`config.mk`:
```
export PLATFORM = sky130hd
export DESIGN_NAME = z80_flag_unit
export DESIGN_NICKNAME = d
export VERILOG_FILES = /design/src/hdl/zfu_pkg.sv /design/src/hdl/zfu_flag_calc.sv /design/src/hdl/z80_flag_unit.sv
export SDC_FILE = /design/constraint.sdc
export NUM_CORES = 1
export LEC_CHECK = 0
export ABC_AREA = 1
export BUFFER_PORTS_ARGS = -buffer_cell sky130_fd_sc_hd__buf_2
export CAP_MARGIN = 5
export CORE_ASPECT_RATIO = 1.75
export CORE_MARGIN = 2
export CORE_UTILIZATION = 30
export DETAILED_ROUTE_END_ITERATION = 8
export GPL_TIMING_DRIVEN = 0
export PLACE_DENSITY = 0.44
export SYNTH_ARGS = -nofsm -noshare
export SYNTH_HDL_FRONTEND = slang
export SYNTH_HIERARCHICAL = 1
export SYNTH_SLANG_ARGS = --single-unit
```
`constraint.sdc`:
```
create_clock -name clock -period 5.6 [get_ports clock]
set_input_delay 0.84 -clock clock [delete_from_list [all_inputs] [get_ports clock]]
set_output_delay 0.84 -clock clock [all_outputs]
set_load 0.02 [all_outputs]
```
`src/hdl/zfu_pkg.sv`:
```
// Shared types and constants for the Z80 flag unit.
// No dependencies; imported by zfu_flag_calc and z80_flag_unit.
`default_nettype none

package zfu_pkg;

   typedef enum logic [4:0] {
      FUNC_ADD8      = 5'd0,
      FUNC_SUB8      = 5'd1,
      FUNC_CP        = 5'd2,
      FUNC_LOGIC     = 5'd3,
      FUNC_INC       = 5'd4,
      FUNC_DEC       = 5'd5,
      FUNC_ADD16     = 5'd6,
      FUNC_ADC16     = 5'd7,
      FUNC_SBC16     = 5'd8,
      FUNC_BIT       = 5'd9,
      FUNC_ROTA      = 5'd10,
      FUNC_SHIFT     = 5'd11,
      FUNC_DAA       = 5'd12,
      FUNC_CPL       = 5'd13,
      FUNC_NEG       = 5'd14,
      FUNC_CCF       = 5'd15,
      FUNC_SCF       = 5'd16,
      FUNC_BLOCKXFER = 5'd17,
      FUNC_IN        = 5'd18,
      FUNC_BLOCKIO   = 5'd19
   } func_type;

   localparam logic [7:0] MASK_ALL   = 8'hFF;
   localparam logic [7:0] MASK_NO_C  = 8'hFE;
   localparam logic [7:0] MASK_ADD16 = 8'h3B;
   localparam logic [7:0] MASK_CPL   = 8'h3A;
   localparam logic [7:0] MASK_DAA   = 8'hFD;
   localparam logic [7:0] MASK_XFER  = 8'h3E;
   localparam logic [7:0] MASK_NONE  = 8'h00;

   localparam int FLAG_C = 0;
   localparam int FLAG_H = 4;
   localparam int FLAG_N = 1;

   typedef struct packed {
      logic [4:0]  func;
      logic [7:0]  acc;
      logic [15:0] operand_a;
      logic [16:0] operand_b;
      logic [2:0]  bit_arg;
      logic        is_and;
      logic        count_nonzero;
   } req_item_type;

   typedef struct packed {
      logic [7:0] new_flags;
      logic [7:0] mask;
   } flag_upd_type;

endpackage

`default_nettype wire

```
`src/hdl/zfu_flag_calc.sv`:
```
// Combinational flag computation for one transaction: new flag values and write mask.
// Depends on zfu_pkg for the operation codes, item and update types.
`default_nettype none

module zfu_flag_calc
   import zfu_pkg::*;
(
   input  req_item_type item,
   input  logic [7:0]   flag_reg,
   output flag_upd_type upd
);

   function automatic logic [7:0] pack(input logic c, input logic n, input logic pv,
                                       input logic h, input logic z, input logic s,
                                       input logic [7:0] f35);
      return {s, z, f35[5], h, f35[3], pv, n, c};
   endfunction

   function automatic logic parity_even(input logic [7:0] v);
      return ~(^v);
   endfunction

   function automatic logic ovf(input logic l7, input logic r7, input logic s7,
                                input logic sub);
      if (sub) begin
         return (~l7 & r7 & s7) | (l7 & ~r7 & ~s7);
      end
      return (~l7 & ~r7 & s7) | (l7 & r7 & ~s7);
   endfunction

   function automatic logic [7:0] arith8(input logic [7:0] lh, input logic [15:0] rh,
                                         input logic sub);
      logic [16:0] raw;
      logic [4:0]  hn;
      logic [7:0]  res;
      raw = sub ? ({9'd0, lh} - {1'b0, rh}) : ({9'd0, lh} + {1'b0, rh});
      hn  = sub ? ({1'b0, lh[3:0]} - {1'b0, rh[3:0]}) : ({1'b0, lh[3:0]} + {1'b0, rh[3:0]});
      res = raw[7:0];
      return pack(raw[8], sub, ovf(lh[7], rh[7], res[7], sub), hn[4], res == 8'd0,
                  res[7], res);
   endfunction

   function automatic logic [7:0] arith16(input logic [15:0] lh, input logic [16:0] rh,
                                          input logic sub);
      logic [17:0] raw;
      logic [4:0]  hn;
      logic [15:0] res;
      raw = sub ? ({2'd0, lh} - {1'b0, rh}) : ({2'd0, lh} + {1'b0, rh});
      hn  = sub ? ({1'b0, lh[11:8]} - {1'b0, rh[11:8]})
                : ({1'b0, lh[11:8]} + {1'b0, rh[11:8]});
      res = raw[15:0];
      return pack(raw[16], sub, ovf(lh[15], rh[15], res[15], sub), hn[4],
                  res == 16'd0, res[15], res[15:8]);
   endfunction

   function automatic logic [7:0] logic_like(input logic [7:0] res, input logic c,
                                             input logic h);
      return pack(c, 1'b0, parity_even(res), h, res == 8'd0, res[7], res);
   endfunction

   logic [7:0]  a8;
   logic [16:0] sum16;
   logic [4:0]  hn16;
   logic        bit_zero;
   logic [7:0]  xfer_sum;
   logic        daa_h;
   logic [7:0]  neg_rh;

   assign a8       = item.operand_a[7:0];
   assign sum16    = {1'b0, item.operand_a} + {1'b0, item.operand_b[15:0]};
   assign hn16     = {1'b0, item.operand_a[11:8]} + {1'b0, item.operand_b[11:8]};
   assign bit_zero = ~a8[item.bit_arg];
   assign xfer_sum = a8 + item.acc;
   assign daa_h    = flag_reg[FLAG_N] ? (flag_reg[FLAG_H] && (a8[3:0] < 4'h6))
                                      : (a8[3:0] > 4'h9);
   assign neg_rh   = 8'd0 - item.acc;

   always_comb begin
      upd.new_flags = 8'd0;
      upd.mask      = MASK_NONE;
      case (item.func)
         FUNC_ADD8: begin
            upd.new_flags = arith8(item.acc, item.operand_b[15:0], 1'b0);
            upd.mask      = MASK_ALL;
         end
         FUNC_SUB8: begin
            upd.new_flags = arith8(item.acc, item.operand_b[15:0], 1'b1);
            upd.mask      = MASK_ALL;
         end
         FUNC_CP: begin
            upd.new_flags = (arith8(item.acc, item.operand_b[15:0], 1'b1) & 8'hD7)
                            | (item.operand_b[7:0] & 8'h28);
            upd.mask      = MASK_ALL;
         end
         FUNC_LOGIC: begin
            upd.new_flags = logic_like(a8, 1'b0, item.is_and);
            upd.mask      = MASK_ALL;
         end
         FUNC_INC: begin
            upd.new_flags = arith8(a8, 16'd1, 1'b0);
            upd.mask      = MASK_NO_C;
         end
         FUNC_DEC, FUNC_BLOCKIO: begin
            upd.new_flags = arith8(a8, 16'd1, 1'b1);
            upd.mask      = MASK_NO_C;
         end
         FUNC_ADD16: begin
            upd.new_flags = pack(sum16[16], 1'b0, 1'b0, hn16[4], 1'b0, 1'b0, sum16[15:8]);
            upd.mask      = MASK_ADD16;
         end
         FUNC_ADC16: begin
            upd.new_flags = arith16(item.operand_a, item.operand_b, 1'b0);
            upd.mask      = MASK_ALL;
         end
         FUNC_SBC16: begin
            upd.new_flags = arith16(item.operand_a, item.operand_b, 1'b1);
            upd.mask      = MASK_ALL;
         end
         FUNC_BIT: begin
            upd.new_flags = pack(1'b0, 1'b0, bit_zero, 1'b1, bit_zero,
                                 ~bit_zero && (item.bit_arg == 3'd7),
                                 {2'b00, ~bit_zero && (item.bit_arg == 3'd5), 1'b0,
                                  ~bit_zero && (item.bit_arg == 3'd3), 3'b000});
            upd.mask      = MASK_NO_C;
         end
         FUNC_ROTA: begin
            upd.new_flags = pack(item.bit_arg != 3'd0, 1'b0, 1'b0, 1'b0, 1'b0, 1'b0,
                                 item.acc);
            upd.mask      = MASK_ADD16;
         end
         FUNC_SHIFT: begin
            upd.new_flags = logic_like(a8, item.bit_arg != 3'd0, 1'b0);
            upd.mask      = MASK_ALL;
         end
         FUNC_DAA: begin
            upd.new_flags = logic_like(item.acc, item.operand_b[7:0] >= 8'h60, daa_h);
            upd.mask      = MASK_DAA;
         end
         FUNC_CPL: begin
            upd.new_flags = pack(1'b0, 1'b1, 1'b0, 1'b1, 1'b0, 1'b0, item.acc);
            upd.mask      = MASK_CPL;
         end
         FUNC_NEG: begin
            upd.new_flags = (arith8(8'd0, {8'd0, neg_rh}, 1'b1) & 8'hD7)
                            | (item.acc & 8'h28);
            upd.mask      = MASK_ALL;
         end
         FUNC_CCF: begin
            upd.new_flags = pack(~flag_reg[FLAG_C], 1'b0, 1'b0, flag_reg[FLAG_C], 1'b0,
                                 1'b0, item.acc);
            upd.mask      = MASK_ADD16;
         end
         FUNC_SCF: begin
            upd.new_flags = pack(1'b1, 1'b0, 1'b0, 1'b0, 1'b0, 1'b0, item.acc);
            upd.mask      = MASK_ADD16;
         end
         FUNC_BLOCKXFER: begin
            upd.new_flags = pack(1'b0, 1'b0, item.count_nonzero, 1'b0, 1'b0, 1'b0,
                                 {2'b00, xfer_sum[1], 1'b0, xfer_sum[3], 3'b000});
            upd.mask      = MASK_XFER;
         end
         FUNC_IN: begin
            upd.new_flags = logic_like(a8, 1'b0, 1'b0);
            upd.mask      = MASK_NO_C;
         end
         default: begin
            upd.new_flags = 8'd0;
            upd.mask      = MASK_NONE;
         end
      endcase
   end

endmodule

`default_nettype wire

```
`src/hdl/z80_flag_unit.sv`:
```
// Z80 flag register unit: input register, flag computation, flag and result registers.
// A request is held in the input register, then moves to the response register when it is free.
// Throughput: one transaction per cycle while rsp_ready is high; the stored flags update as an item
// moves from the input register into the response register.
// Reset clears the flag register and both valid bits.
// Depends on zfu_pkg and zfu_flag_calc.
`default_nettype none

module z80_flag_unit
   import zfu_pkg::*;
(
   input  logic        clock,
   input  logic        reset,
   input  logic        req_valid,
   output logic        req_ready,
   input  logic [4:0]  req_func,
   input  logic [7:0]  req_acc,
   input  logic [15:0] req_operand_a,
   input  logic [16:0] req_operand_b,
   input  logic [2:0]  req_bit_arg,
   input  logic        req_is_and,
   input  logic        req_count_nonzero,
   output logic        rsp_valid,
   input  logic        rsp_ready,
   output logic [7:0]  rsp_flags
);

   req_item_type item_ff, item_in;
   logic         in_valid_ff, in_valid_in;
   logic         rsp_valid_ff, rsp_valid_in;
   logic [7:0]   rsp_flags_ff, rsp_flags_in;
   logic [7:0]   flag_reg_ff, flag_reg_in;
   flag_upd_type upd;
   logic         advance;
   logic         req_take;

   zfu_flag_calc u_calc (
      .item     (item_ff),
      .flag_reg (flag_reg_ff),
      .upd      (upd)
   );

   assign advance   = in_valid_ff && (!rsp_valid_ff || rsp_ready);
   assign req_ready = !in_valid_ff || advance;
   assign req_take  = req_valid && req_ready;

   always_comb begin
      item_in      = item_ff;
      in_valid_in  = in_valid_ff;
      rsp_valid_in = rsp_valid_ff;
      rsp_flags_in = rsp_flags_ff;
      flag_reg_in  = flag_reg_ff;
      if (req_take) begin
         item_in = '{func: req_func, acc: req_acc, operand_a: req_operand_a,
                     operand_b: req_operand_b, bit_arg: req_bit_arg,
                     is_and: req_is_and, count_nonzero: req_count_nonzero};
      end
      if (req_ready) begin
         in_valid_in = req_valid;
      end
      if (advance) begin
         flag_reg_in  = (flag_reg_ff & ~upd.mask) | (upd.new_flags & upd.mask);
         rsp_flags_in = (flag_reg_ff & ~upd.mask) | (upd.new_flags & upd.mask);
         rsp_valid_in = 1'b1;
      end else if (rsp_ready) begin
         rsp_valid_in = 1'b0;
      end
   end

   always_ff @(posedge clock) begin
      item_ff      <= item_in;
      rsp_flags_ff <= rsp_flags_in;
      if (reset) begin
         in_valid_ff  <= 1'b0;
         rsp_valid_ff <= 1'b0;
         flag_reg_ff  <= 8'd0;
      end else begin
         in_valid_ff  <= in_valid_in;
         rsp_valid_ff <= rsp_valid_in;
         flag_reg_ff  <= flag_reg_in;
      end
   end

   assign rsp_valid = rsp_valid_ff;
   assign rsp_flags = rsp_flags_ff;

   a_reset_clears: assert property (@(posedge clock)
      reset |=> !rsp_valid_ff && !in_valid_ff && (flag_reg_ff == 8'd0))
      else $error("reset did not clear pipeline state");

   a_rsp_tracks_flags: assert property (@(posedge clock) disable iff (reset)
      rsp_valid_ff |-> (rsp_flags_ff == flag_reg_ff))
      else $error("pending response differs from stored flags");

   a_flags_hold_idle: assert property (@(posedge clock) disable iff (reset)
      !$past(advance) && !$past(reset) |-> $stable(flag_reg_ff))
      else $error("flag register changed without a transaction");

   a_empty_stage_ready: assert property (@(posedge clock) disable iff (reset)
      !in_valid_ff |-> req_ready)
      else $error("empty input stage refused a request");

endmodule

`default_nettype wire

```
**Word-level counts from Yosys, hierarchy flattened**

Index checks and enable logic that the tools add are counted.

- Order comparisons: 4
- Equal/unequal tests: 22
- Reductions and logical operators: 25
- Mux-type cells: 18
- Add/subtract/negate cells: 17
- Bitwise operators: 52

Operators with widths:

| operator | number |
|---|---|
| case mux 16 bit (19 select lines) | 1 |
| logical NOT 8 bit | 7 |
| equality test 5 x 4 -> 1 bit (second input constant) | 8 |
| logical NOT 16 bit | 2 |
| bitwise AND 1 bit | 25 |
| equality test 5 x 3 -> 1 bit (second input constant) | 4 |
| equality test 5 bit (second input constant) | 4 |
| adder 16 x 16 -> 17 bit | 1 |
| adder 16 x 17 -> 17 bit | 1 |
| subtractor 16 x 17 -> 17 bit | 1 |
| bitwise AND 8 bit | 2 |
| 2-to-1 mux 1 bit | 16 |
| bitwise OR 8 x 6 -> 8 bit | 2 |
| XOR reduction 8 bit | 2 |
| inverter 1 bit | 15 |
| adder 4 x 4 -> 5 bit | 2 |
| equality test 5 x 2 -> 1 bit (second input constant) | 2 |
| subtractor 4 x 4 -> 5 bit | 2 |
| adder 8 x 1 -> 9 bit (second input constant) | 1 |
| adder 8 x 9 -> 9 bit | 1 |
| subtractor 1 x 8 -> 9 bit (first input constant) | 1 |
| subtractor 8 x 1 -> 9 bit (second input constant) | 1 |
| subtractor 8 x 9 -> 9 bit | 1 |
| >= comparator 8 x 7 -> 1 bit (second input constant) | 1 |
| other kinds (22) | 35 |

- Output and inout port bits: 10
- Register bits: 69
- Word-level logic and storage cells: 149

**Depth between registers and ports, before layout**

- Depth in word-level cells: 11
- Mapped depth: 27
- Mapped depth without buffers: 27

**Cells and area by module**

The synthesis kept the hierarchy.

Modules (own cells, without submodules):

| module | cells an instance | times used | area each (sq um) |
|---|---|---|---|
| zfu_flag_calc | 943 | 1 | 5044.8 |
| z80_flag_unit | 168 | 1 | 2367.3 |

**Least setup slack after synthesis**

No wires, ideal clock.

- Kind: input to register
- Start: input port rsp_ready
- End: register item_ff[0] (netlist name) (enable)
- Arrival: 2.242 ns
- Setup time: 0.405 ns
- Path buffers: 0
- Setup slack: 2.953 ns
- Stages on the path: 4
- Path through: inv_1 -> nand3_1 -> nand2_1 -> inv_1

- Longest elaborated chain between the ends: 4

Ends and longest elaborated chain:

| item | line | source |
|---|---|---|
| start: declaration | z80_flag_unit.sv:24 | `input logic rsp_ready,` |
| logical OR 1 bit | z80_flag_unit.sv:43 | `assign advance = in_valid_ff && (!rsp_valid_ff \|\| rsp_ready);` |
| logical AND 1 bit | z80_flag_unit.sv:43 |  |
| logical OR 1 bit | z80_flag_unit.sv:44 | `assign req_ready = !in_valid_ff \|\| advance;` |
| via req_ready | z80_flag_unit.sv:15 | `output logic req_ready,` |
| logical AND 1 bit | z80_flag_unit.sv:45 | `assign req_take = req_valid && req_ready;` |
| via req_take | z80_flag_unit.sv:35 | `logic req_take;` |
| end signal: assignment | z80_flag_unit.sv:71 | `item_ff <= item_in;` |
| end: declaration | z80_flag_unit.sv:28 | `req_item_type item_ff, item_in;` |

The timed path passes the listed nets, and every way through them passes these cells.
A chain may end at the register's enable or synchronous reset.

==> flow_summary.ini <==
[global_route]
grt_max_degree = 29
grt_pass1_vias = 7257
grt_pass1_wl_um = 37300
grt_overflow_total = 0
grt_antenna_before_repair = 0
gr-usage-all-layers_pct = 19.5

[placement]
gp_congestion = 0.919
port_buffers = 64
dpl.hpwl_um = 20400
placed_area_um2 = 8140

[critical_path]
crit_start = item_ff[23]
reg2reg_depth = 20
critPathMaxStageDelay_ns = 0.72
cp_max_fo = 11
crit_buf_inv = 4
critical_path_class = flip-flop to flip-flop
crit_path_end_kind = flip-flop
crit_chain = inv_1, fa_1, inv_1, nand3_1, nand3_1, xor2_1, nand2_1, nor2_1, nand2_1, nor2_1, nand4_1, nand2_1, inv_1, nand2_1, inv_1, nand2_1, nand2_1, nand2_1, nand2_1, nor2_1
cp_common_cell = nand2_1
cp-start-kind = flip-flop
required_ns = 5.91
cpLargestDelayFamily = simple AND/OR/NAND/NOR gates
cp.arrival_ns = 3.62
r2r-start = item_ff[23]
critical_path.slowest_cell = edfxtp_1
cp_num_cells = 20

[clock_network]
cts_setup_buffers = 0
ctsHoldBuffers = 0
ctsRootBufferMaster = clkbuf_16
cts_resized = 0
clock_latency_ns = 0.37
cts_tree = yes
cts_buffers = 9
cts_sinks = 69
path_clk_slew_ns = 0.07
clockBufferDepth = 2
htree_levels = 3

[logic_synthesis]
yosysUniqueCellTypes = 48
synth_top_flop_cell = edfxtp_1
syn_area_per_cell_um2 = 6.67
synthArstFlopShare_pct = 0
synth-seq-cells = 69
syn-num-nets = 1252
synth.yosys.seq_area_share_pct = 26.6
ys_warn_count = 6
synth_edf_count = 59
synth_cells = 1111
netlist_area_um2 = 7410

[min_path]
hold_depth = 2
min_path_type = flip-flop to flip-flop
worstHoldStart = flag_reg_ff[3]

[sta]
fin_crit_sh_pct = 59.0
whs_ns = 0.484
tightest_slew_ns = 0.599
layout_min_cycle_time_ns = 3.30
rsz0062_at_grt = no
fmax_ghz = 0.303
relSlewSlack_pct = 60.0
skew_ns = 0.0142
fin_setup_tns_ns = 0
setup_violations = 0
drv_slew = 0
hold_violations = 0

[finish]
area_growth_pct = 14.4
drive_gt1_share_pct = 11.6
final_core_util_pct = 34.7
final_nets = 1328
antenna_cells = 0
final_cell_area_um2 = 8480

[flow_run]
cap_violations = 0

[route]
first_pass_iters = 5
avgRoutedWirePerCell_um = 16.2
vias = 7098
wirelength_um = 24300
vias_per_cell = 4.72
drtIter0Drc = 374
drt.antenna.violating_nets = 0
drc = 0

[die]
die_y_um = 212
die_area_um2 = 26000
die_w_um = 123
core_area_um2 = 24400
rows = 76
initial_utilization_pct = 30.3
io_pins = 65

[power]
power.leakage_nw = 4.39
power.density_nw_per_um2 = 224
ir_drop_uv = 222
finalPower_mw = 1.90

[status]
status = completed
-- worst register-to-register path: stages, from the launching register on --
cell and delay [ns]:
edfxtp_1 0.72, inv_1 0.31, fa_1 0.52, inv_1 0.11
nand3_1 0.07, nand3_1 0.17, xor2_1 0.16, nand2_1 0.07
nor2_1 0.12, nand2_1 0.09, nor2_1 0.19, nand4_1 0.17
nand2_1 0.09, inv_1 0.04, nand2_1 0.06, inv_1 0.04
nand2_1 0.04, nand2_1 0.08, nand2_1 0.07, nand2_1 0.04
nor2_1 0.08
-- cells by family (layout without fill, tap and decap cells) --
| group | Yosys count | after routing | synth area share (%) |
|---|---|---|---|
| DFF | 69 | 69 | 26.6 |
| adders and majority gates | 86 | 86 | 14.9 |
| buffers and inverters | 219 | 300 | 12.1 |
| and+or+nand+nor | 612 | 612 | 35.2 |
| AOI/OAI and AO/OA | 98 | 98 | 7.98 |
| xor gates and xnor gates | 27 | 27 | 3.19 |
-- worst paths after layout --
| path | endpoint | slack [ns] |
|---|---|---|
| worst max-delay path | flag_reg_ff[6] | 2.30 |
| worst min-delay path | flag_reg_ff[3] | 0.48 |
| worst max register to register | flag_reg_ff[6] | 2.30 |
| worst min register to register | flag_reg_ff[3] | 0.48 |
-- per-layer routing --
layer / up-vias / share of wire [%] / wire [um] / track usage [%]
met4: 0 / 3.8 / 923 / 9.24
met2: 117 / 59 / 14200 / 39.7
met3: 39 / 2.5 / 599 / 3.13
li1: 3693 / - / - / -
met5: - / 0 / 0 / 0
met1: 3249 / 35 / 8550 / 17.8
-- synth_stat cells, types with 2 or more instances --
master     instances  area share [%]
nand3b_1           4            0.41
nor2_1           121             6.1
a31oi_1            4            0.34
o221ai_1           2            0.24
nor2_2             9            0.76
edfxtp_1          59              24
nand2_1          322              16
dfxtp_1           10             2.7
o21ai_1            2            0.14
or2_2              3            0.25
xnor2_1            4            0.47
clkbuf_1           2            0.10
o21a_1             2            0.20
fa_1               4             1.1
nand3_2            2            0.27
a221oi_1           2            0.24
buf_4              8            0.81
buf_6              5            0.76
o21ai_0           23             1.6
nor2_4             2            0.30
o2111ai_1          3            0.35
nand3_1           99             6.7
a21oi_2            3            0.35
nand2_2            7            0.59
inv_1            190             9.6
xor2_1            23             2.7
inv_2              9            0.46
nor3_2             2            0.27
nand4_1           19             1.6
buf_2              5            0.34
o22ai_1            2            0.17
o21bai_1           6            0.61
nor3b_1            2            0.20
nor3_1            15             1.0
a21oi_1           42             2.8
ha_1              82              14
-- flip-flops by register name, summed over array words and instances (netlist names) --
name and cells:
flag_reg_ff 8, rsp_flags 8, item_ff 51, in_valid_ff 1, rsp_valid 1
-- power by group --
part	leakage (nW)	internal (mW)	total, mW	switching (mW)
clock network	0.163	0.436	0.680	0.244
logic	3.57	0.200	0.583	0.383
registers	0.657	0.600	0.636	0.0365
total	4.39	1.23	1.90	0.664
-- placed cells by master, fill, tap and decap left out, types with 15 or more instances in the layout --
cell	Yosys	final
a21oi_1	42	42
buf_2	5	69
edfxtp_1	59	59
ha_1	82	82
inv_1	190	189
nand2_1	322	322
nand3_1	99	99
nand4_1	19	19
nor2_1	121	121
nor3_1	15	15
o21ai_0	23	23
xor2_1	23	23
-- through the flow --
step | instances | setup WS [ns]
5_1_grt | 1504 | 1.99
6_report | 1504 | 2.30
3_3_place_gp | 1487 | 2.27
2_1_floorplan | 1111 | 2.95
3_5_place_dp | 1488 | 2.30
4_1_cts | 1504 | 2.29
-- area by class of cell --
class	count	area, um^2
clock inverter	6	111
tap	312	390
multi-input combinational	823	4540
buffer	20	149
fill	2645	16000
timing repair buffer	65	340
sequential	69	1970
inverter	199	747
clock buffer	10	229
Note: power is estimated with default switching activity, not from simulation.
